[config.mk]
export PLATFORM = sky130hd
export DESIGN_NAME = rbpg_cfg
export DESIGN_NICKNAME = d
export VERILOG_FILES = /design/src/rtl/core/rbpg_pkg.sv /design/src/rtl/core/rbpg_cfg.sv
export SDC_FILE = /design/constraint.sdc
export NUM_CORES = 1
export LEC_CHECK = 0
export BUFFER_PORTS_ARGS = -buffer_cell sky130_fd_sc_hd__buf_2
export CAP_MARGIN = 20
export CORE_MARGIN = 2
export CORE_UTILIZATION = 26
export CTS_CLUSTER_DIAMETER = 100
export DETAILED_ROUTE_END_ITERATION = 7
export PLACE_DENSITY = 0.85
export SLEW_MARGIN = 20
export SYNTH_ARGS = -nofsm -noshare
export SYNTH_HDL_FRONTEND = slang
export SYNTH_SLANG_ARGS = --single-unit
[constraint.sdc]
create_clock -name clk -period 1.25 [get_ports clk]
set_input_delay 0.125 -clock clk [delete_from_list [all_inputs] [get_ports clk]]
set_output_delay 0.125 -clock clk [all_outputs]
set_load 0.01 [all_outputs]
[src/rtl/core/rbpg_pkg.sv]
// rbpg_pkg: shared types, constants and helpers for the ROM bank and paged RAM gate.
// Used by every module under rtl/core; depends on nothing.
package rbpg_pkg;

  localparam int RAM_DEPTH   = 2048;
  localparam int RAM_AW      = $clog2(RAM_DEPTH);
  localparam int CURSOR_W    = 6;
  localparam int PAGE_W      = 5;
  localparam int QUEUE_DEPTH = 2;
  localparam int QPTR_W      = $clog2(QUEUE_DEPTH);
  localparam int QCNT_W      = $clog2(QUEUE_DEPTH + 1);
  localparam int RAW_W       = 17;

  localparam logic [7:0] WIN_LO_PAGE = 8'hCC;
  localparam logic [7:0] WIN_HI_PAGE = 8'hCE;
  localparam logic [7:0] OFF_IWM     = 8'h40;
  localparam logic [7:0] OFF_CUR_CLR = 8'hA0;

  localparam int REG_IDX_IS_PLUS = 0;
  localparam int REG_IDX_HAS_ALT = 1;

  typedef enum logic [1:0] {
    CMD_READ   = 2'd0,
    CMD_WRITE  = 2'd1,
    CMD_TOGGLE = 2'd2,
    CMD_SRESET = 2'd3
  } cmd_t;

  typedef enum logic [3:0] {
    RGN_NONE,
    RGN_OTHER,
    RGN_IWM,
    RGN_DRV_ON,
    RGN_DRV_OFF,
    RGN_RAM,
    RGN_RAM_ADV,
    RGN_HEAD0,
    RGN_HEAD1,
    RGN_CUR_CLR
  } region_t;

  typedef struct packed {
    cmd_t              cmd;
    logic              below_io;
    region_t           region;
    logic [PAGE_W-1:0] low;
    logic [13:0]       alt_off;
    logic [7:0]        wdata;
    logic [7:0]        float_bus;
  } op_t;

  typedef struct packed {
    logic is_plus;
    logic has_alt_bank;
  } cfg_t;

  typedef struct packed {
    logic        handled;
    logic        alt_rom_read;
    logic [13:0] alt_rom_offset;
    logic        iwm_reset;
    logic        bank_now;
    logic        internal_drive;
    logic        select_35;
    logic        head_one;
  } flags_t;

  function automatic logic [RAM_AW-1:0] ram_index(input logic [CURSOR_W-1:0] cursor,
                                                  input logic [PAGE_W-1:0] low);
    logic [RAW_W-1:0] r;
    r = {{(RAW_W - CURSOR_W - PAGE_W){1'b0}}, cursor, low};
    for (int i = 0; i < 8; i++) begin
      if (r >= RAW_W'(RAM_DEPTH)) r = r - RAW_W'(RAM_DEPTH);
    end
    return r[RAM_AW-1:0];
  endfunction

endpackage

[src/rtl/core/rbpg_cfg.sv]
// rbpg_cfg: APB-style configuration registers (is_plus, has_alt_bank).
// Depends on rbpg_pkg.
module rbpg_cfg (
  input  logic              clk,
  input  logic              rst_n,
  input  logic              psel,
  input  logic              penable,
  input  logic              pwrite,
  input  logic [2:0]        paddr,
  input  logic [31:0]       pwdata,
  output logic [31:0]       prdata,
  output logic              pready,
  output rbpg_pkg::cfg_t    cfg
);

  logic is_plus_r, is_plus_nxt;
  logic has_alt_r, has_alt_nxt;
  logic wr_en;

  assign pready = 1'b1;
  assign wr_en  = psel && penable && pwrite;

  always_comb begin
    is_plus_nxt = is_plus_r;
    has_alt_nxt = has_alt_r;
    if (wr_en) begin
      if (paddr[2] == 1'(rbpg_pkg::REG_IDX_IS_PLUS)) is_plus_nxt = pwdata[0];
      else has_alt_nxt = pwdata[0];
    end
  end

  always_ff @(posedge clk) begin
    if (!rst_n) begin
      is_plus_r <= 1'b0;
      has_alt_r <= 1'b1;
    end else begin
      is_plus_r <= is_plus_nxt;
      has_alt_r <= has_alt_nxt;
    end
  end

  always_comb begin
    prdata = 32'd0;
    if (paddr[2] == 1'(rbpg_pkg::REG_IDX_HAS_ALT)) prdata[0] = has_alt_r;
    else prdata[0] = is_plus_r;
  end

  assign cfg.is_plus      = is_plus_r;
  assign cfg.has_alt_bank = has_alt_r;

endmodule

* Word-level counts from Yosys, hierarchy flattened *
Cells that the tools add are included.

cells by class
  add/sub/neg operators = 0
  $mul = 0
  div/mod/pow operators = 0
  magnitude comparators = 0
  equal/unequal tests = 0
  shifts and indexed selects = 0
  mux-type cells = 1
  bitwise operators = 1
  reductions and logical operators = 4

operators with widths
  kind                 number
  2-bit AND reduction  2
  1-bit logical AND    2
  1-bit two-way mux    1
  1-bit inverter       1

storage, ports and cells
  register bits after elaboration = 2
  bits in latches = 0
  bits in writable memories = 0
  ROM bits = 0
  input port bits = 40
  memories = 0

* Logic depth before layout (Yosys ltp) *
  depth in word-level cells = 3
  mapped depth = 2
  gate-level depth less buffers = 2

* Worst setup path after synthesis *
OpenSTA, ideal clock, no wires.

  kind = register -> output
  from = register has_alt_r
  to = output prdata[0]
  arrival time = 0.578 ns
  required time = 1.125 ns
  setup slack = 0.547 ns
  cell stages (with the launch flop) = 2
  cell sequence = dfxtp_1 > mux2_2

on the way
  cells in the longest elaborated chain, start to end = 1

ends and longest elaborated chain
  item                    line            source
  from (decl)             rbpg_cfg.sv:17  logic has_alt_r, has_alt_nxt;
  from (signal assigned)  rbpg_cfg.sv:38  has_alt_r <= has_alt_nxt;
  1-bit two-way mux       rbpg_cfg.sv:44  if (paddr[2] == 1'(rbpg_pkg::REG_IDX_HAS_ALT)) prdata[0] = has_alt_r;
  to (decl)               rbpg_cfg.sv:11  output logic [31:0] prdata,

Every way passes these cells.

* Worst setup path after layout *
  from = register is_plus_r
  to = output prdata[0]

on the way
  cells in the longest elaborated chain, start to end = 1

ends and longest elaborated chain
  item                    line            source
  from (decl)             rbpg_cfg.sv:16  logic is_plus_r, is_plus_nxt;
  from (signal assigned)  rbpg_cfg.sv:37  is_plus_r <= is_plus_nxt;
  1-bit two-way mux       rbpg_cfg.sv:44

Every way passes these cells.

==> metrics.txt <==
# TYPE chip_impl_metric gauge
chip_impl_info{name="outcome",value="complete, no violations"} 1
chip_impl_metric{name="num_antenna_cells",unit=""} 0
chip_impl_metric{name="synthArstFlopShare",unit=""} 0
chip_impl_metric{name="die_w",unit="µm"} 41.68
chip_impl_metric{name="gp_congestion",unit=""} 0.6530
chip_impl_info{name="clock_tree_root_driver_cell",value="clkbuf_4"} 1
chip_impl_metric{name="grt_max_degree",unit=""} 5
chip_impl_metric{name="peak_supply_drop",unit="V"} 0.0002941
chip_impl_info{name="synth_most_common_cell",value="buf_4"} 1
chip_impl_metric{name="latest_clock_arrival_within_the_worst_skew_pair",unit="ns"} 0.22
chip_impl_metric{name="vias_per_cell",unit=""} 3.043
chip_impl_metric{name="postCtsHoldBufs",unit=""} 0
chip_impl_metric{name="grt_util_all_layers",unit=""} 0.05546
chip_impl_metric{name="area.sequential",unit="µm²"} 40.04
chip_impl_metric{name="rows",unit=""} 13
chip_impl_metric{name="timing.critical_path.arrival",unit="ns"} 0.93
chip_impl_metric{name="critPathMaxStageDelay",unit="ns"} 0.31
chip_impl_metric{name="synth.avg_cell_area",unit="µm²"} 7.853
chip_impl_metric{name="report.final.setup_viol",unit=""} 0
chip_impl_metric{name="fin_crit",unit="ns"} 1.054
chip_impl_info{name="netlist_top_cells_area",value="buf_4 69%, dfxtp_1 11%, mux2i_1 5.4%"} 1
chip_impl_metric{name="gate_count_of_the_mapped_netlist",unit=""} 47
chip_impl_metric{name="core-area",unit="µm²"} 1318
chip_impl_metric{name="layout_fillers",unit=""} 159
chip_impl_metric{name="setup-tns-final",unit="ns"} 0
chip_impl_info{name="rsz0062_at_grt",value="no"} 1
chip_impl_metric{name="routed_wire_length_per_instance",unit="µm"} 6.571
chip_impl_metric{name="die-area",unit="µm²"} 1737
chip_impl_metric{name="floorplan.die.height",unit="µm"} 41.68
chip_impl_metric{name="synth-seq-area-share",unit=""} 0.1085
chip_impl_metric{name="critical_path.max_fanout",unit=""} 3
chip_impl_info{name="worst_hold_startpoint",value="pwdata[0]"} 1
chip_impl_metric{name="required",unit="ns"} 1.12
chip_impl_metric{name="initial_standard_cell_utilization_of_the_core",unit=""} 0.2802
chip_impl_metric{name="total_power",unit="µW"} 282.4
chip_impl_metric{name="hpwl",unit="µm"} 410.8
chip_impl_metric{name="cts_buffers",unit=""} 3
chip_impl_metric{name="synth.distinct_cells",unit=""} 9
chip_impl_metric{name="drive_gt1_frac",unit=""} 0.2364
chip_impl_metric{name="leakage",unit="µW"} 0.0001998
chip_impl_info{name="cts_tree",value="built"} 1
chip_impl_info{name="synth-main-ff-cell",value="dfxtp_1"} 1
chip_impl_info{name="crit_path_cell_trace",value="mux2_2, buf_2"} 1
chip_impl_metric{name="io_buffers",unit=""} 9
chip_impl_metric{name="nets",unit=""} 97
chip_impl_metric{name="multi_input_area",unit="µm²"} 186.4
chip_impl_info{name="setup.worst_path.class",value="reg2out"} 1
chip_impl_metric{name="route.vias.total",unit=""} 213
chip_impl_metric{name="cts.repair_timing.setup_buffer_count",unit=""} 0
chip_impl_info{name="setup.worst_path.start_class",value="register"} 1
chip_impl_metric{name="ys_ff_latch",unit=""} 2
chip_impl_metric{name="drtAntennaViolNets",unit=""} 0
chip_impl_metric{name="clock_tree_sinks",unit=""} 2
chip_impl_metric{name="achievable-frequency",unit="MHz"} 948.9
chip_impl_metric{name="drv_slew",unit=""} 0
chip_impl_metric{name="globalRoute.totalOverflow",unit=""} 0
chip_impl_metric{name="final.period_utilization",unit=""} 0.8431
chip_impl_metric{name="synth-edff-count",unit=""} 0
chip_impl_metric{name="regToRegSetupSlack",unit="ns"} 0.63
chip_impl_info{name="crit_family",value="flip-flops"} 1
chip_impl_metric{name="critPathBufInv",unit=""} 1
chip_impl_metric{name="final.setup_skew",unit="ns"} 0
chip_impl_metric{name="cts.clk_slew.worst_paths",unit="ns"} 0.03
chip_impl_metric{name="hold_viol",unit=""} 0
chip_impl_info{name="setup.worst_path.start",value="is_plus_r"} 1
chip_impl_info{name="netlist.top_cell.by_area",value="buf_4"} 1
chip_impl_metric{name="drt-pass1-iter-count",unit=""} 2
chip_impl_metric{name="synthesis.area",unit="µm²"} 369.1
chip_impl_metric{name="netlist.area_leader.share",unit=""} 0.6915
chip_impl_metric{name="grt_pass1_vias",unit=""} 177
chip_impl_metric{name="areaGrowthSynthToFinish",unit="%"} -15.25
chip_impl_metric{name="grt_pass1_wl",unit="µm"} 655
chip_impl_info{name="origin_of_the_critical_flop_to_flop_path",value="has_alt_r"} 1
chip_impl_metric{name="power-per-cell-area",unit="nW/µm²"} 902.9
chip_impl_metric{name="floorplan.io_pins",unit=""} 75
chip_impl_metric{name="antenna_found_initial",unit=""} 0
chip_impl_info{name="kind_of_end_point_of_the_critical_path",value="output pin"} 1
chip_impl_metric{name="initialDrtViolationCount",unit=""} 1
chip_impl_info{name="slowest_stage",value="dfxtp_1"} 1
chip_impl_metric{name="routed_wl",unit="µm"} 460
chip_impl_metric{name="yosys_warnings",unit=""} 0
chip_impl_info{name="hold_wc_path_type",value="in2reg"} 1
chip_impl_metric{name="fin_util",unit=""} 0.2374
chip_impl_metric{name="cts.repair.resized",unit=""} 0
chip_impl_metric{name="clockBufferDepth",unit=""} 2
chip_impl_metric{name="htreeDepth",unit=""} 1
chip_impl_metric{name="route.detailed.drc",unit=""} 0
chip_impl_metric{name="timing.max_cap.violations",unit=""} 0
[cell families after synthesis]
family	share of synthesized area
flip-flops	0.1085
other	0.02035
multiplexers	0.08475
AND/OR/NAND/NOR	0.09493
buffers and inverters	0.6915
[path summary, 6_finish.rpt]
path	end	cells past startpoint
min	is_plus_r	3
min reg2reg	is_plus_r	2
max reg2reg	has_alt_r	2
max	prdata[0]	2
[stage by stage]
stage | hold slack [ns] | setup slack, ns | std cells | instance area, µm²
floorplan | 0.2638 | 0.5475 | 77 | 481.7
finish | 0.1665 | 0.1961 | 70 | 312.8
global placement | 0.3846 | 0.4410 | 67 | 290.3
global route | 0.1851 | 0.1609 | 70 | 312.8
CTS | 0.1636 | 0.1851 | 70 | 312.8
detailed placement | 0.4057 | 0.4358 | 67 | 290.3
[layout make-up]
type,count,share of cell area
clock buffers,3,0.07200
repair buffers,9,0.1440
multi-input cells,41,0.5960
well taps,15,0.06000
flip-flops and latches,2,0.1280
[sequential cells by signal (all words and copies together) (netlist names)]
| name | cells |
|---|---|
| is_plus_r | 1 |
| has_alt_r | 1 |
[report_power, final]
part           leakage [µW]  switching (µW)  internal [µW]
combinational      0.000170            55.2           15.2
sequential        0.0000162            1.02           65.8
clock             0.0000138            39.1            106
[layout by cell type, fill, tap and decap left out]
cell	n
buf_2	9
clkbuf_4	3
conb_1	32
dfxtp_1	2
mux2_2	1
mux2i_1	2
nand2_1	2
nand4_1	1
nand4b_1	1
nor2b_1	2
[tightest hold or removal path, cell delays in order]
cell and delay, ns:
buf_2 0.11, nand2_1 0.05, mux2i_1 0.05
[routing by layer]
| metal | global-route usage | vias up | routed length [µm] |
|---|---|---|---|
| met1 | 0.04178 | 87 | 147 |
| met5 | 0 | - | 0 |
| li1 | - | 96 | - |
| met3 | 0.07391 | 0 | 119 |
| met4 | 0.01935 | 0 | 0 |
| met2 | 0.08125 | 30 | 193 |
No activity file was read; power rests on OpenSTA's default activity.
