===== config.mk =====
export PLATFORM = sky130hd
export DESIGN_NAME = rbpg_front
export DESIGN_NICKNAME = d
export VERILOG_FILES = /design/src/rtl/core/rbpg_pkg.sv /design/src/rtl/core/rbpg_front.sv
export SDC_FILE = /design/constraint.sdc
export NUM_CORES = 1
export LEC_CHECK = 0
export BUFFER_PORTS_ARGS = -buffer_cell sky130_fd_sc_hd__clkbuf_2
export CAP_MARGIN = 20
export CORE_MARGIN = 4
export CORE_UTILIZATION = 31
export DETAILED_ROUTE_END_ITERATION = 7
export GPL_TIMING_DRIVEN = 1
export PLACE_DENSITY = 0.93
export SYNTH_ARGS = -nofsm -noshare
export SYNTH_HDL_FRONTEND = slang
export SYNTH_SLANG_ARGS = --single-unit

===== constraint.sdc =====
create_clock -name vclk -period 2.26
set_input_delay 0 -clock vclk [all_inputs]
set_output_delay 0 -clock vclk [all_outputs]
set_load 0.02 [all_outputs]

===== src/rtl/core/rbpg_pkg.sv =====
// rbpg_pkg: shared types, constants and helpers for the ROM bank and paged RAM gate.
// Used by every module under rtl/core; depends on nothing.
package rbpg_pkg;

  localparam int RAM_DEPTH   = 2048;
  localparam int RAM_AW      = $clog2(RAM_DEPTH);
  localparam int CURSOR_W    = 6;
  localparam int PAGE_W      = 5;
  localparam int QUEUE_DEPTH = 2;
  localparam int QPTR_W      = $clog2(QUEUE_DEPTH);
  localparam int QCNT_W      = $clog2(QUEUE_DEPTH + 1);
  localparam int RAW_W       = 17;

  localparam logic [7:0] WIN_LO_PAGE = 8'hCC;
  localparam logic [7:0] WIN_HI_PAGE = 8'hCE;
  localparam logic [7:0] OFF_IWM     = 8'h40;
  localparam logic [7:0] OFF_CUR_CLR = 8'hA0;

  localparam int REG_IDX_IS_PLUS = 0;
  localparam int REG_IDX_HAS_ALT = 1;

  typedef enum logic [1:0] {
    CMD_READ   = 2'd0,
    CMD_WRITE  = 2'd1,
    CMD_TOGGLE = 2'd2,
    CMD_SRESET = 2'd3
  } cmd_t;

  typedef enum logic [3:0] {
    RGN_NONE,
    RGN_OTHER,
    RGN_IWM,
    RGN_DRV_ON,
    RGN_DRV_OFF,
    RGN_RAM,
    RGN_RAM_ADV,
    RGN_HEAD0,
    RGN_HEAD1,
    RGN_CUR_CLR
  } region_t;

  typedef struct packed {
    cmd_t              cmd;
    logic              below_io;
    region_t           region;
    logic [PAGE_W-1:0] low;
    logic [13:0]       alt_off;
    logic [7:0]        wdata;
    logic [7:0]        float_bus;
  } op_t;

  typedef struct packed {
    logic is_plus;
    logic has_alt_bank;
  } cfg_t;

  typedef struct packed {
    logic        handled;
    logic        alt_rom_read;
    logic [13:0] alt_rom_offset;
    logic        iwm_reset;
    logic        bank_now;
    logic        internal_drive;
    logic        select_35;
    logic        head_one;
  } flags_t;

  function automatic logic [RAM_AW-1:0] ram_index(input logic [CURSOR_W-1:0] cursor,
                                                  input logic [PAGE_W-1:0] low);
    logic [RAW_W-1:0] r;
    r = {{(RAW_W - CURSOR_W - PAGE_W){1'b0}}, cursor, low};
    for (int i = 0; i < 8; i++) begin
      if (r >= RAW_W'(RAM_DEPTH)) r = r - RAW_W'(RAM_DEPTH);
    end
    return r[RAM_AW-1:0];
  endfunction

endpackage


===== src/rtl/core/rbpg_front.sv =====
// rbpg_front: accepts commands and classifies the address into a window region.
// Depends on rbpg_pkg; feeds rbpg_queue.
module rbpg_front (
  input  logic            start,
  input  logic            full,
  input  logic [1:0]      in_cmd,
  input  logic [15:0]     in_addr,
  input  logic [7:0]      in_wdata,
  input  logic [7:0]      in_float_bus,
  output logic            push,
  output rbpg_pkg::op_t   op
);

  logic [7:0] lo;
  logic       win_lo;
  logic       win_hi;

  assign push   = start && !full;
  assign lo     = in_addr[7:0];
  assign win_lo = in_addr[15:8] == rbpg_pkg::WIN_LO_PAGE;
  assign win_hi = in_addr[15:8] == rbpg_pkg::WIN_HI_PAGE;

  always_comb begin
    op.cmd       = rbpg_pkg::cmd_t'(in_cmd);
    op.below_io  = in_addr[15:14] != 2'b11;
    op.low       = lo[4:0];
    op.alt_off   = in_addr[13:0];
    op.wdata     = in_wdata;
    op.float_bus = in_float_bus;
    op.region    = rbpg_pkg::RGN_NONE;
    if (win_lo) begin
      op.region = rbpg_pkg::RGN_OTHER;
      if (lo == rbpg_pkg::OFF_IWM) op.region = rbpg_pkg::RGN_IWM;
      else if (lo[7:5] == 3'b100) op.region = rbpg_pkg::RGN_DRV_ON;
      else if (lo[7:5] == 3'b110) op.region = rbpg_pkg::RGN_DRV_OFF;
    end else if (win_hi) begin
      op.region = rbpg_pkg::RGN_OTHER;
      unique case (lo[7:5])
        3'b000:  op.region = rbpg_pkg::RGN_RAM;
        3'b001:  op.region = rbpg_pkg::RGN_RAM_ADV;
        3'b010:  op.region = rbpg_pkg::RGN_HEAD0;
        3'b011:  op.region = rbpg_pkg::RGN_HEAD1;
        default: begin
          if (lo == rbpg_pkg::OFF_CUR_CLR) op.region = rbpg_pkg::RGN_CUR_CLR;
        end
      endcase
    end
  end

endmodule


# [Yosys cells after proc, flatten, opt, wreduce, memory -nomap -nowiden]
# Cells that the tools add are included.
[totals] elab_cells=20 ff_bits=0 in_bits=36
[op_classes] eq_ne=10 reduce_logical=3 mux=7
[op_table] op="$eq A8 B8 Y1 const B" count=3
[op_table] op="$pmux W4 S4" count=1
[op_table] op="$mux W4" count=3
[op_table] op="$mux W3" count=3
[op_table] op="$eq A8 B7 Y1 const B" count=1
[op_table] op="$eq A3 B2 Y1 const B" count=2
[op_table] op="$eq A3 B3 Y1 const B" count=2
[op_table] op="$eq A3 B1 Y1 const B" count=1
[op_table] op="$logic_not A3 Y1" count=1
[op_table] op="$ne A2 B2 Y1 const B" count=1
[op_table] op="$logic_and A1 B1 Y1" count=1
[op_table] op="$logic_not A1 Y1" count=1

# [Depth between registers and ports, before layout]
# Gate-level depths: netlist (run 1).
[logic_depth] depth_word=5 depth_mapped=3 depth_no_buf=3

# [Least setup slack after synthesis (run 1)]
# OpenSTA, ideal clock, no wires.
[synth_path] kind="in2out" startpoint="in in_addr[14]" endpoint="out op[36] (netlist name)" stages=3 path_buffers=0 path_slack_ns=1.210 arrival_time_ns=1.050 path_cell_list="nand2_1 > or4_4 > a21oi_1"
[synth_lines] item="start: declaration" line="rbpg_front.sv:7" source="input logic [15:0] in_addr,"
[synth_lines] item="end: declaration" line="rbpg_front.sv:11" source="output rbpg_pkg::op_t op"

==> results of run 1 <==
==> worst max-delay path: stages <==
cell	delay [ns]
clkbuf_2	0.08
nand3b_1	0.14
or4_4	0.46
nor3_2	0.18
clkbuf_2	0.19
==> Yosys cell counts (all sizes together) <==
master	count
a211oi	1
a21o	2
a21oi	2
a22oi	1
a31oi	2
buf	37
nand2	2
nand2b	1
nand3b	2
nor2	3
nor2b	4
nor3	2
nor3b	2
nor4bb	1
or2	1
or4	1
==> how the worst max path moves through the flow <==
stage,from,cells after the start,slack [ns],to
global route,in_addr[12],5,1.15,op[38]
global placement,in_addr[12],5,1.22,op[38]
floorplan,in_addr[14],3,1.21,op[36]
finish,in_addr[12],5,1.21,op[38]
CTS,in_addr[12],5,1.20,op[38]
detailed placement,in_addr[12],5,1.20,op[38]
==> per-layer routing <==
metal | vias to the layer above | global-route usage, %
met5 | - | 0
met2 | 28 | 15.4
met1 | 165 | 9.55
met3 | 4 | 1.95
li1 | 191 | -
met4 | 0 | 1.70
==> cell type report <==
type                       count  area, um2  share of cell area (%)
timing repair buffer          43        215                    52.0
multi-input combinational     27        180                    43.5
tap                           15       18.8                    4.53
==> report_power, final <==
group / internal (uW) / total, uW / switching, uW
combinational: 32.5 / 85.2 / 52.7
clock: 0 / 0 / 0
sequential: 0 / 0 / 0
total: 32.5 / 85.2 / 52.7
==> per-stage QoR <==
step	setup WS [ns]	hold WS, ns	std cells	utilization (%)
final	1.21	0.00000779	85	30.7
after global routing	1.15	0.0000344	85	30.7
after CTS	1.20	0.000137	85	30.7
after detailed placement	1.20	0.000137	85	30.7
after global placement	1.22	0.000137	85	30.7
after floorplan	1.21	0.0781	64	-
==> logic make-up after synthesis <==
kind of cell | after synthesis | synth area share, %
buf+inv | 37 | 60.7
compound gates | 8 | 12.6
simple gates | 19 | 26.8
==> flow_summary.yaml, run 1 <==
cells_and_area:
  drive_above_1_share_pct: 67.1
  seq_cells: 0
  seq_area_um2: 0
  fillCellCount: 162
  layout_common_cells: "clkbuf_2 (43), nor2b_1 (4), nor2_1 (3)"
  final_common_cell: "clkbuf_2"
  clkbuf_count: 0
  final_area_um2: 414
  nets: 108
  antenna_cells: 0
  area_growth_pct: -9.56
yosys:
  syn_avg_cell_area_um2: 7.16
  postSynthCellCount: 64
  yosys-top-cells-area: "buf_4 (61%), nor2b_1 (5.5%), a21o_1 (3.3%)"
  synth_top_area_cell: "buf_4"
  yosysUniqueCellTypes: 17
  synth_nets: 100
  synthesis.area_um2: 458
  ys_warn_count: 0
  synth_top_area_share_pct: 60.7
  ys_seq_area_share_pct: 0
sta:
  max_freq_mhz: 955
  setup_viol: 0
  slew_violations: 0
  min_period_ns: 1.05
  worst-slew-pin-transition_ns: 0.365
  period_share_pct: 46.3
  slew_headroom_pct: 75.5
  tns_ns: 0
  rsz0062_at_grt: "no"
  final-hold-violation-count: 0
hold_path:
  hold_end: "op[15]"
  min_from: "in_wdata[7]"
  hold_path.class: "input port to primary output"
  min_delay_path_depth: 0
drt:
  wl_per_cell_um: 11.6
  num_vias: 388
  totalWireLength_um: 988
  ant_nets: 0
  viasPerCell: 4.56
  met1_length_um: 322
  drtIter0Drc: 2
  dr_wl_met3_um: 111
  wl_met2_um: 545
  drc_errors: 0
  drt-pass1-iter-count: 2
  topRoutingLayerUsed: "met4"
critical_path:
  cp_data_required_time_ns: 2.26
  start_kind: "input port"
  crit_type: "input port to primary output"
  path_max_fanout: 4
  arrival_ns: 1.05
  cp-end-kind: "primary output"
run:
  cap_violations: 0
global_routing:
  grt_pass1_vias: 331
  grt_use_total_pct: 8.34
  grt_pass1_wl_mm: 1.43
  antenna_found_initial: 0
  grt.overflow.total: 0
  grt_max_degree: 10
power:
  power_density_nw_per_um2: 206
  ir_drop_mv: 0.0905
  power.total_uw: 85.2
  p_leak_uw: 0.000233
cts:
  cts_resized: 0
  cts_hold_buffers: 0
  postCtsSetupBuffers: 0
run_status:
  status: "completed"
floorplan:
  ioPinCount: 79
  start_util_pct: 33.9
  die_area_um2: 2160
  die_w_um: 46.4
  rows: 13
  die_h_um: 46.4
  core_area_um2: 1350
place:
  gp_congestion: 0.658
  place_hpwl_um: 905
  placed_cell_area_um2: 414
  io_buffers: 43
No activity file was read; power rests on OpenSTA's default activity.
==> run 2: changes to the inputs <==
Settings changed: CORE_UTILIZATION 31 to 29, PLACE_DENSITY 0.93 to 0.88.
Clock period 2.26 ns to 1.03 ns, I/O delays scaled along.
==> run 2 against run 1 <==
Core utilization fell by 1.0 points. Hold slack barely moved. Critical path depth is the same. Flip-flop and latch count unchanged. Combinational power increased by 130%. Global-route usage about the same. First-iteration DRC count fell by 50%. Via count rose by 4.4%. Non-clock buffer count increased by 2. Final cell count increased by 3.5%. Die area is 5.7% higher. Worst setup slack got worse by 1.2 ns.
==> flow_summary.yaml, run 2 (synthesis results as in run 1) <==
floorplan:
  die_w_um: 47.7
  start_util_pct: 30.4
  die_h_um: 47.7
  ioPinCount: 79
  core_area_um2: 1510
  rows: 14
  die_area_um2: 2280
critical_path:
  cp_num_buf_inv: 2
  start_kind: "input port"
  crit_path_top_delay_cell: "or4_4"
  path_max_fanout: 4
  cp-end-kind: "primary output"
  critical-path-max-stage-delay_ns: 0.45
  arrival_ns: 1.03
  crit_chain: "buf_6, nand3b_1, or4_4, nor3_2, buf_4"
  crit_type: "input port to primary output"
  crit_family: "simple AND/OR/NAND/NOR gates"
  cp_data_required_time_ns: 1.03
cells_and_area:
  post-route-util_pct: 29.7
  nets: 110
  seq_cells: 0
  drive_above_1_share_pct: 68.1
  final_common_cell: "clkbuf_2"
  layout_common_cells: "clkbuf_2 (38), buf_4 (6), nor2b_1 (4)"
  clkbuf_count: 0
  seq_area_um2: 0
  area_growth_pct: -2.46
  antenna_cells: 0
  final_area_um2: 447
global_routing:
  grt_pass1_wl_mm: 1.48
  antenna_found_initial: 0
  grt_use_total_pct: 8.30
  grt_pass1_vias: 342
  grt_max_degree: 10
  grt.overflow.total: 0
hold_path:
  min_from: "in_float_bus[1]"
  min_delay_path_depth: 0
  hold_end: "op[1]"
  hold_path.class: "input port to primary output"
sta:
  rsz0062_at_grt: "yes"
  setup_viol: 0
  slew_violations: 0
  worst-slew-pin-transition_ns: 0.318
  max_freq_mhz: 973
  min_period_ns: 1.03
  period_share_pct: 99.7
  slew_headroom_pct: 78.6
  final-hold-violation-count: 0
run_status:
  status: "completed"
place:
  placed_cell_area_um2: 423
  gp_congestion: 0.687
  io_buffers: 43
  place_hpwl_um: 931
drt:
  drc_errors: 0
  drtIter0Drc: 1
  viasPerCell: 4.60
  ant_nets: 0
  drt-pass1-iter-count: 2
  dr_wl_met3_um: 156
  wl_met2_um: 526
  wl_per_cell_um: 11.8
  totalWireLength_mm: 1.04
  topRoutingLayerUsed: "met3"
  num_vias: 405
  met1_length_um: 358
power:
  p_leak_uw: 0.000248
  power_switching_share_pct: 59.6
  clock_power_share_pct: 0
  p_comb_share_pct: 100.0
  power_density_nw_per_um2: 434
  cellInternalPower_uw: 78.4
  ir_drop_mv: 0.117
  power.switching_uw: 116
  seq_power_share_pct: 0
cts:
  cts_hold_buffers: 0
run:
  cap_violations: 0
## run 2: cell types whose count changed in the layout (fill, tap and decap cells not counted)
cell	change
buf_4	+6
clkbuf_2	-5
buf_6	+1
## run 2: final cells by class
class                      instances  area, um2
multi-input combinational         27        180
tap                               16       20.0
timing repair buffer              45        246
fill                             178       1060
## run 2: worst max-delay path by stage
stage / start / end / slack (ns) / cells past startpoint
after global routing: in_addr[12] / op[38] / -0.05 / 5
final: in_addr[12] / op[38] / 0.003 / 5
after global placement: in_addr[12] / op[38] / -0.009 / 5
after CTS: in_addr[12] / op[38] / -0.02 / 5
after floorplan: in_addr[14] / op[36] / -0.02 / 3
after detailed placement: in_addr[12] / op[38] / -0.02 / 5
## run 2: per-stage QoR
step                std cells  setup slack, ns  hold WS, ns  power (uW)  TNS (ns)
global route               88          -0.0536    0.0000293         213    -0.107
detailed placement         87          -0.0249     0.000137         191   -0.0324
finish                     88          0.00275   0.00000776         194         0
CTS                        88          -0.0227     0.000137         195   -0.0303
floorplan                  64          -0.0198       0.0781         249   -0.0566
global placement           87         -0.00893     0.000137         188  -0.00893
## run 2: power by group through the flow
stage                     Sequential (uW)  Combinational (uW)  Clock (uW)
after floorplan                         0                 249           0
after global placement                  0                 188           0
after detailed placement                0                 191           0
after CTS                               0                 195           0
after global routing                    0                 213           0
final                                   0                 194           0
## run 2: what timing repair did
| action | 4_1_cts | 5_1_grt |
|---|---|---|
| endpoints found under the setup margin | 2 | 4 |
| resized for setup | 2 | 7 |
| buffers inserted | 1 | 0 |
| cloned | 0 | 0 |
| pin swaps | 0 | 1 |
## run 2: per-layer routing
layer  vias up  global-route usage [%]
met2        33                    15.3
met3         0                    2.26
met4         0                       0
met1       174                    10.1
met5         -                       0
li1        198                       -
