$ cat src/rtl/core/rbpg_pkg.sv
// rbpg_pkg: shared types, constants and helpers for the ROM bank and paged RAM gate.
// Used by every module under rtl/core; depends on nothing.
package rbpg_pkg;

  localparam int RAM_DEPTH   = 2048;
  localparam int RAM_AW      = $clog2(RAM_DEPTH);
  localparam int CURSOR_W    = 6;
  localparam int PAGE_W      = 5;
  localparam int QUEUE_DEPTH = 2;
  localparam int QPTR_W      = $clog2(QUEUE_DEPTH);
  localparam int QCNT_W      = $clog2(QUEUE_DEPTH + 1);
  localparam int RAW_W       = 17;

  localparam logic [7:0] WIN_LO_PAGE = 8'hCC;
  localparam logic [7:0] WIN_HI_PAGE = 8'hCE;
  localparam logic [7:0] OFF_IWM     = 8'h40;
  localparam logic [7:0] OFF_CUR_CLR = 8'hA0;

  localparam int REG_IDX_IS_PLUS = 0;
  localparam int REG_IDX_HAS_ALT = 1;

  typedef enum logic [1:0] {
    CMD_READ   = 2'd0,
    CMD_WRITE  = 2'd1,
    CMD_TOGGLE = 2'd2,
    CMD_SRESET = 2'd3
  } cmd_t;

  typedef enum logic [3:0] {
    RGN_NONE,
    RGN_OTHER,
    RGN_IWM,
    RGN_DRV_ON,
    RGN_DRV_OFF,
    RGN_RAM,
    RGN_RAM_ADV,
    RGN_HEAD0,
    RGN_HEAD1,
    RGN_CUR_CLR
  } region_t;

  typedef struct packed {
    cmd_t              cmd;
    logic              below_io;
    region_t           region;
    logic [PAGE_W-1:0] low;
    logic [13:0]       alt_off;
    logic [7:0]        wdata;
    logic [7:0]        float_bus;
  } op_t;

  typedef struct packed {
    logic is_plus;
    logic has_alt_bank;
  } cfg_t;

  typedef struct packed {
    logic        handled;
    logic        alt_rom_read;
    logic [13:0] alt_rom_offset;
    logic        iwm_reset;
    logic        bank_now;
    logic        internal_drive;
    logic        select_35;
    logic        head_one;
  } flags_t;

  function automatic logic [RAM_AW-1:0] ram_index(input logic [CURSOR_W-1:0] cursor,
                                                  input logic [PAGE_W-1:0] low);
    logic [RAW_W-1:0] r;
    r = {{(RAW_W - CURSOR_W - PAGE_W){1'b0}}, cursor, low};
    for (int i = 0; i < 8; i++) begin
      if (r >= RAW_W'(RAM_DEPTH)) r = r - RAW_W'(RAM_DEPTH);
    end
    return r[RAM_AW-1:0];
  endfunction

endpackage

$ cat src/rtl/core/rbpg_queue.sv
// rbpg_queue: short register queue of classified commands between front and back.
// Depends on rbpg_pkg.
module rbpg_queue (
  input  logic            clk,
  input  logic            rst_n,
  input  logic            push,
  input  rbpg_pkg::op_t   push_op,
  input  logic            pop,
  output logic            full,
  output logic            not_empty,
  output rbpg_pkg::op_t   head_op
);

  rbpg_pkg::op_t entry_r [rbpg_pkg::QUEUE_DEPTH];
  logic [rbpg_pkg::QPTR_W-1:0] wr_ptr_r, wr_ptr_nxt;
  logic [rbpg_pkg::QPTR_W-1:0] rd_ptr_r, rd_ptr_nxt;
  logic [rbpg_pkg::QCNT_W-1:0] count_r, count_nxt;
  logic do_push, do_pop;

  assign full      = count_r == rbpg_pkg::QCNT_W'(rbpg_pkg::QUEUE_DEPTH);
  assign not_empty = count_r != '0;
  assign do_push   = push && !full;
  assign do_pop    = pop && not_empty;
  assign head_op   = entry_r[rd_ptr_r];

  always_comb begin
    wr_ptr_nxt = wr_ptr_r;
    rd_ptr_nxt = rd_ptr_r;
    count_nxt  = count_r;
    if (do_push) begin
      wr_ptr_nxt = (wr_ptr_r == rbpg_pkg::QPTR_W'(rbpg_pkg::QUEUE_DEPTH - 1)) ?
                   '0 : wr_ptr_r + 1'b1;
    end
    if (do_pop) begin
      rd_ptr_nxt = (rd_ptr_r == rbpg_pkg::QPTR_W'(rbpg_pkg::QUEUE_DEPTH - 1)) ?
                   '0 : rd_ptr_r + 1'b1;
    end
    if (do_push && !do_pop) count_nxt = count_r + 1'b1;
    else if (do_pop && !do_push) count_nxt = count_r - 1'b1;
  end

  always_ff @(posedge clk) begin
    if (!rst_n) begin
      wr_ptr_r <= '0;
      rd_ptr_r <= '0;
      count_r  <= '0;
    end else begin
      wr_ptr_r <= wr_ptr_nxt;
      rd_ptr_r <= rd_ptr_nxt;
      count_r  <= count_nxt;
    end
  end

  always_ff @(posedge clk) begin
    if (do_push) entry_r[wr_ptr_r] <= push_op;
  end

endmodule

$ cat config.mk
export PLATFORM = sky130hd
export DESIGN_NAME = rbpg_queue
export DESIGN_NICKNAME = d
export VERILOG_FILES = /design/src/rtl/core/rbpg_pkg.sv /design/src/rtl/core/rbpg_queue.sv
export SDC_FILE = /design/constraint.sdc
export NUM_CORES = 1
export LEC_CHECK = 0
export ABC_AREA = 0
export BUFFER_PORTS_ARGS = -buffer_cell sky130_fd_sc_hd__buf_2
export CORE_ASPECT_RATIO = 1.25
export CORE_UTILIZATION = 45
export CTS_BUF_LIST = sky130_fd_sc_hd__clkbuf_16
export DETAILED_ROUTE_END_ITERATION = 10
export PLACE_DENSITY = 0.7
export SETUP_SLACK_MARGIN = 0.15
export SLEW_MARGIN = 15
export SYNTH_ARGS = -nofsm -noshare
export SYNTH_HDL_FRONTEND = slang
export SYNTH_SLANG_ARGS = --single-unit
$ cat constraint.sdc
create_clock -name clk -period 8.34 [get_ports clk]
set_input_delay 0.417 -clock clk [delete_from_list [all_inputs] [get_ports clk]]
set_output_delay 0.417 -clock clk [all_outputs]
set_load 0.01 [all_outputs]
* Word level (Yosys, flattened, before mapping)
Memories as Yosys holds them, arrays and structs flattened. A register that Yosys moved wholly into a read port is not among the register bits.
Index checks and enable logic that the tools add are counted.
Widths: inputs -> output; s select.
** Cells by class
- Reductions and logical operators :: 9
- Eq/ne operators :: 1
- Add/sub/neg operators :: 4
- Mux-type cells :: 8
** Operators by type and width (count)
- $mux 1 :: 6
- $logic_and 1x1->1 :: 4
- $mux 2 :: 2
- $reduce_bool 2->1 :: 2
- $logic_not 1->1 :: 3
- $add 1x1->1 const B :: 2
- $add 2x1->2 const B :: 1
- $eq 2x2->1 const B :: 1
- $sub 2x1->2 const B :: 1
** Word-level totals
- Input port bits :: 46
- Output and inout port bits :: 44
- Bits in writable memories :: 84
- Register bits after elaboration :: 4
- Memories kept :: 1
** Memories
- entry_r :: words 2, width 42, read ports 1, clocked after memory_dff 1, wr ports 1, RTL line rbpg_queue.sv:14 : rbpg_pkg::op_t entry_r [rbpg_pkg::QUEUE_DEPTH];

* Depth between registers and ports, before layout
Gate-level depths: netlist (run 1).
- Word-level depth :: 7
- Gate-level depth with buffers :: 7
- Mapped depth without buffers :: 7

* Worst setup path before layout (run 1)
No wires, ideal clock.
- Path type :: reg-to-reg
- From :: reg count_r[0] (netlist bit)
- To :: mem entry_r[0][0] (netlist bit), enable pin
- Data arrival time :: 2260 ps
- Slack :: 5644 ps
- Buffers on the path :: 0
- Data required time :: 7904 ps
- Setup time :: 436 ps
- Cell stages (with the launch flop) :: 4
- Cell sequence :: dfxtp_1 -> nand2b_1 -> inv_2 -> nor3_2
** Between the ends
- Cells in the longest elaborated chain, start to end :: 5
** RTL lines
- start, declared :: RTL line rbpg_queue.sv:17 : logic [rbpg_pkg::QCNT_W-1:0] count_r, count_nxt;
- start signal, assigned :: RTL line rbpg_queue.sv:50 : count_r <= count_nxt;
- $eq 2x2->1 :: RTL line rbpg_queue.sv:20 : assign full = count_r == rbpg_pkg::QCNT_W'(rbpg_pkg::QUEUE_DEPTH);
- named net full :: RTL line rbpg_queue.sv:9 : output logic full,
- $logic_not 1->1 :: RTL line rbpg_queue.sv:22 : assign do_push = push && !full;
- $logic_and 1x1->1 :: RTL line rbpg_queue.sv:22
- $mux 1 :: RTL line rbpg_queue.sv:55 : if (do_push) entry_r[wr_ptr_r] <= push_op;
- $mux 1 (implied by the code) :: RTL line rbpg_queue.sv:55
- end, declared :: RTL line rbpg_queue.sv:14
The timed path passes the listed nets, and every way through them passes these cells.

==> results.md, run 1 <==
* Core Box Area at roughly 7000 um^2
* Finished Cell Area at just over 4000 um^2
* Commonest non-fill, non-tap cell in the layout: buf_2
* Full die area at ~7600 um^2
* DR WL/cell at between 10 and 15 um
* Final nets at approximately 300
* H-tree depth at 3
* Post-synth cell types at 21
* Max Clk Rate at ~430 MHz
* Final Hold Viols at 0
* Fin Clk Skew at 0.00675 ns
* Die Y at slightly below 100 um
* Remaining Overflow, GRT at 0
* Cell row count at 34
* Top post-synthesis cells by area: edfxtp_1 77%, mux2_2 15%, dfxtp_1 3.1%, buf_2 0.77%, and2_1 0.58%
* Initial DRC count at 64
* CTS tree: built
* Final core utilization at 0.588
* Period utilisation layout at 0.279
* Area occupied by multi-input gates at around 610 um^2
* Antenna Nets Post-Route at 0
* Die W at 78.1 um
* Via count at 1,649
* Sequential share of the synthesized area at 0.805
* Worst slew margin at 0.317
* Comb pwr share at 0.218
* CTS Sinks at between 80 and 90
* Run status: complete, no violations
* Largest net degree at the start of global routing at 43
* Synth Warn # at 0
* Asr flop ratio synth at 0
* Sequential group share of total power at 0.479
* Post-DP HPWL at around 3300 um
* RSZ-0062 raised after global routing: false
* Register area at around 2600 um^2
* First-pass GRT wire length at 7960 um
* Commonest cells after routing, fill and taps aside: 89 x buf_2, 84 x edfxtp_1, 42 x mux2_2
* Maximum vdd drop at 174 uV
* Routed Wire Length at approximately 5000 um
* Port Buffers at just under 90
* Vias per Instance at roughly 4.8
* CTS-repair resized insts at 0
* Fillers at 561
* Total GRT Usage at 0.143
* Critical setup path kind: flop to output port
* Hold-fix buffers, CTS at 0
* Antenna violations before repair at 0
* HP Class: input port to flop
* Synthesized area per cell at roughly 21 um^2
* Slew Limit Fails at 0
* WP data arrival at 1.91 ns
* TritonCTS Buffers at 9
* Yosys top cell area share at 0.774
* Slew @ Worst Pin at slightly above 1 ns
* I/O pin cnt at 90
* Area post-placement at roughly 3800 um^2
* Total of max-cap violations at 0
* Clock Latency Late Sink at roughly 0.32 ns
* Crit path max fanout at 42
* Fraction of layout cells with a size suffix above 1 at 0.588
* Initial Util at 0.467
* DRC Markers at 0
* Area leader, netlist: edfxtp_1
* Post-synthesis cell area at 3260 um^2
* Setup violations, final at 0
* Area growth, synth to finish at 25.9%
* Post-synth net total at about 200
* Root Buffer: clkbuf_16
* Sw Ratio at 0.260
* Worst Setup End Kind: output port
* Setup crit start kind: flop
* Routability cong. at between 0.6 and 0.7
* Postcts setup bufs at 0
* Final hold slack at around 0.28 ns
* Post-synth EDFFs at 84
* CP Data Required Time at approximately 7.9 ns
* Maximum buffer depth of the clock tree at 2
* Leakage at around 0.0015 uW
* PD cells at ~310 nW/um^2
* Clock transition at the registers of the reported paths at about 0.06 ns
* Number of global-route vias before repair at between 1,500 and 2,000
* DR pass1 iterations at 4
* Min Clock Period, post-route at between 2 and 2.5 ns
* Commonest register cell after synthesis: edfxtp_1
* Ant diodes at 0
* Setup Total Neg Slack at 0 ns
* NetSw at approximately 330 uW
* Internal at ~940 uW
* Clock power frac at 0.303
* Synth Register Bits at slightly below 90
* Cells after Synth at roughly 160
## sequential cells by signal, summed over array words and instances (netlist names), named ones only
| name | count |
|---|---|
| entry_r | 84 |
| rd_ptr_r | 1 |
| wr_ptr_r | 1 |
| count_r | 2 |
## through the flow
stage | cells | worst slack [ns] | total power (uW)
2_1_floorplan | 156 | 5.64 | 790
3_3_place_gp | 331 | 6.21 | 895
3_5_place_dp | 331 | 6.15 | 900
4_1_cts | 347 | 5.95 | 1290
5_1_grt | 347 | 5.87 | 1330
6_report | 347 | 6.01 | 1270
## area by class of cell
class / instances / area share
Clock buffer: 9 / 0.0549
Inverter: 2 / 0.00183
Sequential cell: 89 / 0.640
Tap cell: 90 / 0.0275
Multi-Input combinational cell: 60 / 0.149
Timing Repair Buffer: 90 / 0.110
Clock inverter: 7 / 0.0171
## cells in the mapped netlist, types with 2 or more instances
master,number
edfxtp_1,84
mux2_2,42
buf_2,5
dfxtp_1,5
and2_1,3
xnor2_1,2
## worst max-delay path, stage by stage, from the launching register on
cell and delay, ns:
dfxtp_2 1.01, mux2_2 0.43, buf_2 0.14
## worst paths after layout
kind	cells past startpoint	from	endpoint	slack, ns
hold / removal	1	push_op[5]	entry_r[1][5]	0.28
hold reg to reg	2	count_r[1]	count_r[1]	0.52
setup / recovery	2	flop	head_op[41]	6.01
setup reg to reg	4	count_r[0]	entry_r[0][33]	6.22
## power by group through the flow
| stage | Clock, uW | Combinational, uW | Sequential (uW) |
|---|---|---|---|
| 2_1_floorplan | 0 | 204 | 586 |
| 3_3_place_gp | 0 | 279 | 615 |
| 3_5_place_dp | 0 | 282 | 619 |
| 4_1_cts | 393 | 284 | 610 |
| 5_1_grt | 412 | 302 | 617 |
| 6_report | 385 | 277 | 608 |
## cells by family after synthesis
logic type      after synthesis  synth area share
mux                          42             0.145
buf+inv                       7           0.00999
compound gates                5           0.00999
simple gates                  9            0.0177
xor+xnor                      3           0.00807
fa+ha+maj                     1           0.00384
flops                        89             0.805
## per-layer routing
layer	part of all wire	global-route usage	routed length, um	vias up
met5	0	0	0	-
met4	0.0061	0.0513	31	0
met3	0.066	0.0516	338	5
met2	0.54	0.265	2740	60
met1	0.39	0.144	1970	785
li1	-	-	-	799
Note: power is estimated with default switching activity, not from simulation.
==> run 2, diff against run 1 <==
--- a/config.mk
+++ b/config.mk
@@ -11,7 +11,7 @@
 export CORE_UTILIZATION = 45
 export CTS_BUF_LIST = sky130_fd_sc_hd__clkbuf_16
 export DETAILED_ROUTE_END_ITERATION = 10
-export PLACE_DENSITY = 0.7
+export PLACE_DENSITY = 0.73
 export SETUP_SLACK_MARGIN = 0.15
 export SLEW_MARGIN = 15
 export SYNTH_ARGS = -nofsm -noshare
==> constraint.sdc (replaced) <==
create_clock -name clk -period 2.1 [get_ports clk]
set_input_delay 0.105 -clock clk [delete_from_list [all_inputs] [get_ports clk]]
set_output_delay 0.105 -clock clk [all_outputs]
set_load 0.01 [all_outputs]
==> results.md, run 2 (synthesized netlist as in run 1, its figures left out) <==
* Crit path max fanout at 25
* Slowest stage delay, CP at a little under 0.4 ns
* DRC Markers at 0
* Cell row count at 34
* Postcts setup bufs at 0
* Top reg by flops: entry_r
* Routed Wire Length at roughly 5700 um
* Fin Clk Skew at around 0.0053 ns
* Clock Latency Late Sink at around 0.32 ns
* Die W at slightly below 80 um
* Core Box Area at between 6000 and 7000 um^2
* Initial Util at 0.467
* Root Buffer: clkbuf_16
* Run status: complete, no violations
* Critical Path Stages at 3
* CP Data Required Time at around 2 ns
* Area occupied by multi-input gates at 617 um^2
* Min Clock Period, post-route at roughly 1.6 ns
* Register area at 2630 um^2
* Slew Limit Fails at 0
* TritonCTS Buffers at 9
* H-tree depth at 3
* Critical setup path kind: flop to output port
* Setup Total Neg Slack at 0 ns
* Hold_sp: rst_n
* I/O pin cnt at 90
* WHS Endpoint: wr_ptr_r
* Maximum buffer depth of the clock tree at 2
* PD cells at 1150 nW/um^2
* Clock transition at the registers of the reported paths at approximately 0.060 ns
* Crit-path leading delay family: buffers and inverters
* R2R Setup Slk at around 0.63 ns
* Setup violations, final at 0
* Maximum vdd drop at a little over 900 uV
* Period utilisation layout at 0.761
* Fraction of layout cells with a size suffix above 1 at 0.521
* CTS-repair resized insts at 0
* Vias per Instance at roughly 4.7
* DR WL/cell at approximately 14 um
* Final Hold Viols at 0
* Ant diodes at 0
* Worst Setup End Kind: output port
* Leakage at ~0.0018 uW
* Post-DP HPWL at 3440 um
* HP Class: input port to flop
* Worst slew margin at 0.780
* Remaining Overflow, GRT at 0
* Initial DRC count at 103
* Worst R2R End: count_r[1]
* DR pass1 iterations at 4
* Leading registers by flop count: entry_r: 84 flops, count_r: 2 flops
* Number of global-route vias before repair at roughly 2,000
* Via count at between 1,500 and 2,000
* Max Clk Rate at about 630 MHz
* CTS Sinks at 89
* Worst hold path depth at 2
* Largest net degree at the start of global routing at 43
* Routability cong. at 0.700
* First-pass GRT wire length at roughly 9100 um
* Max reg flops at 84
* Final nets at 345
* Setup crit start kind: flop
* Total of max-cap violations at 0
* CTS tree: built
* Total GRT Usage at 0.161
* Crit-path cells: buf_4, mux2_2, buf_2
* WP data arrival at 1.49 ns
* Cells on worst reg2reg path at 6
* Commonest cells after routing, fill and taps aside: 89 x buf_2, 84 x edfxtp_1, 42 x mux2_2, 42 x dlygate4sd3_1, 9 x clkbuf_16
* RR Startpoint: count_r[1]
* Port Buffers at about 90
* Full die area at ~7600 um^2
* Worst Path Buf+Inv at 2
* Area growth, synth to finish at 41.2%
* Area post-placement at 3860 um^2
* Antenna violations before repair at 0
* Slew @ Worst Pin at 0.330 ns
* RSZ-0062 raised after global routing: false
* Finished Cell Area at between 4000 and 5000 um^2
* Antenna Nets Post-Route at 0
* CP max stage cell: mux2_2
* Commonest non-fill, non-tap cell in the layout: buf_2
* Die Y at just under 100 um
* Fillers at roughly 500
run 2: cell types whose count changed in the layout (fill, tap and decap cells not counted), sizes merged:
cell,before,now
buf,90,94
bufinv,1,2
clkinvlp,2,1
dlygate4sd3,0,42
run 2: timing repair:
action                                  4_1_cts  5_1_grt
endpoints found under the setup margin        0        0
hold buffers                                 42        0
hold endpoints to repair                     84        0
run 2: worst max-delay path by stage:
stage | start | end | slack (ns)
2_1_floorplan | count_r[0] | entry_r[0][0] | 0.08
3_3_place_gp | count_r[0] | count_r[1] | 0.67
3_5_place_dp | count_r[0] | count_r[1] | 0.62
4_1_cts | flop | head_op[10] | 0.47
5_1_grt | flop | head_op[25] | 0.42
6_report | flop | head_op[23] | 0.50
run 2: cell type report:
cell class | instances | area share
clock buffers | 9 | 0.0490
clock inverters | 7 | 0.0204
inverters | 2 | 0.00218
multi-input cells | 60 | 0.134
flip-flops and latches | 89 | 0.571
well taps | 90 | 0.0245
repair buffers | 136 | 0.199
run 2: power by group:
| group | switching [uW] | internal (uW) | total, uW |
|---|---|---|---|
| clock | 608 | 1040 | 1650 |
| sequential | 74.6 | 2240 | 2310 |
| combinational | 657 | 668 | 1330 |
run 2: layer usage:
metal | part of all wire | GRT usage
met5 | 0 | 0
met4 | 0.016 | 0.0741
met3 | 0.037 | 0.0423
met2 | 0.56 | 0.291
met1 | 0.39 | 0.173
run 2: metrics by stage:
step / hold WS, ns / cells / util / setup slack [ns] / power [uW]
after floorplan: 0.204 / 156 / - / 0.0769 / 3160
after global placement: 0.293 / 335 / 0.553 / 0.673 / 3610
after detailed placement: 0.296 / 335 / 0.553 / 0.621 / 3630
after CTS: 0.0360 / 393 / 0.659 / 0.467 / 5350
after global routing: 0.0473 / 393 / 0.659 / 0.419 / 5520
final: 0.0382 / 393 / 0.659 / 0.503 / 5280
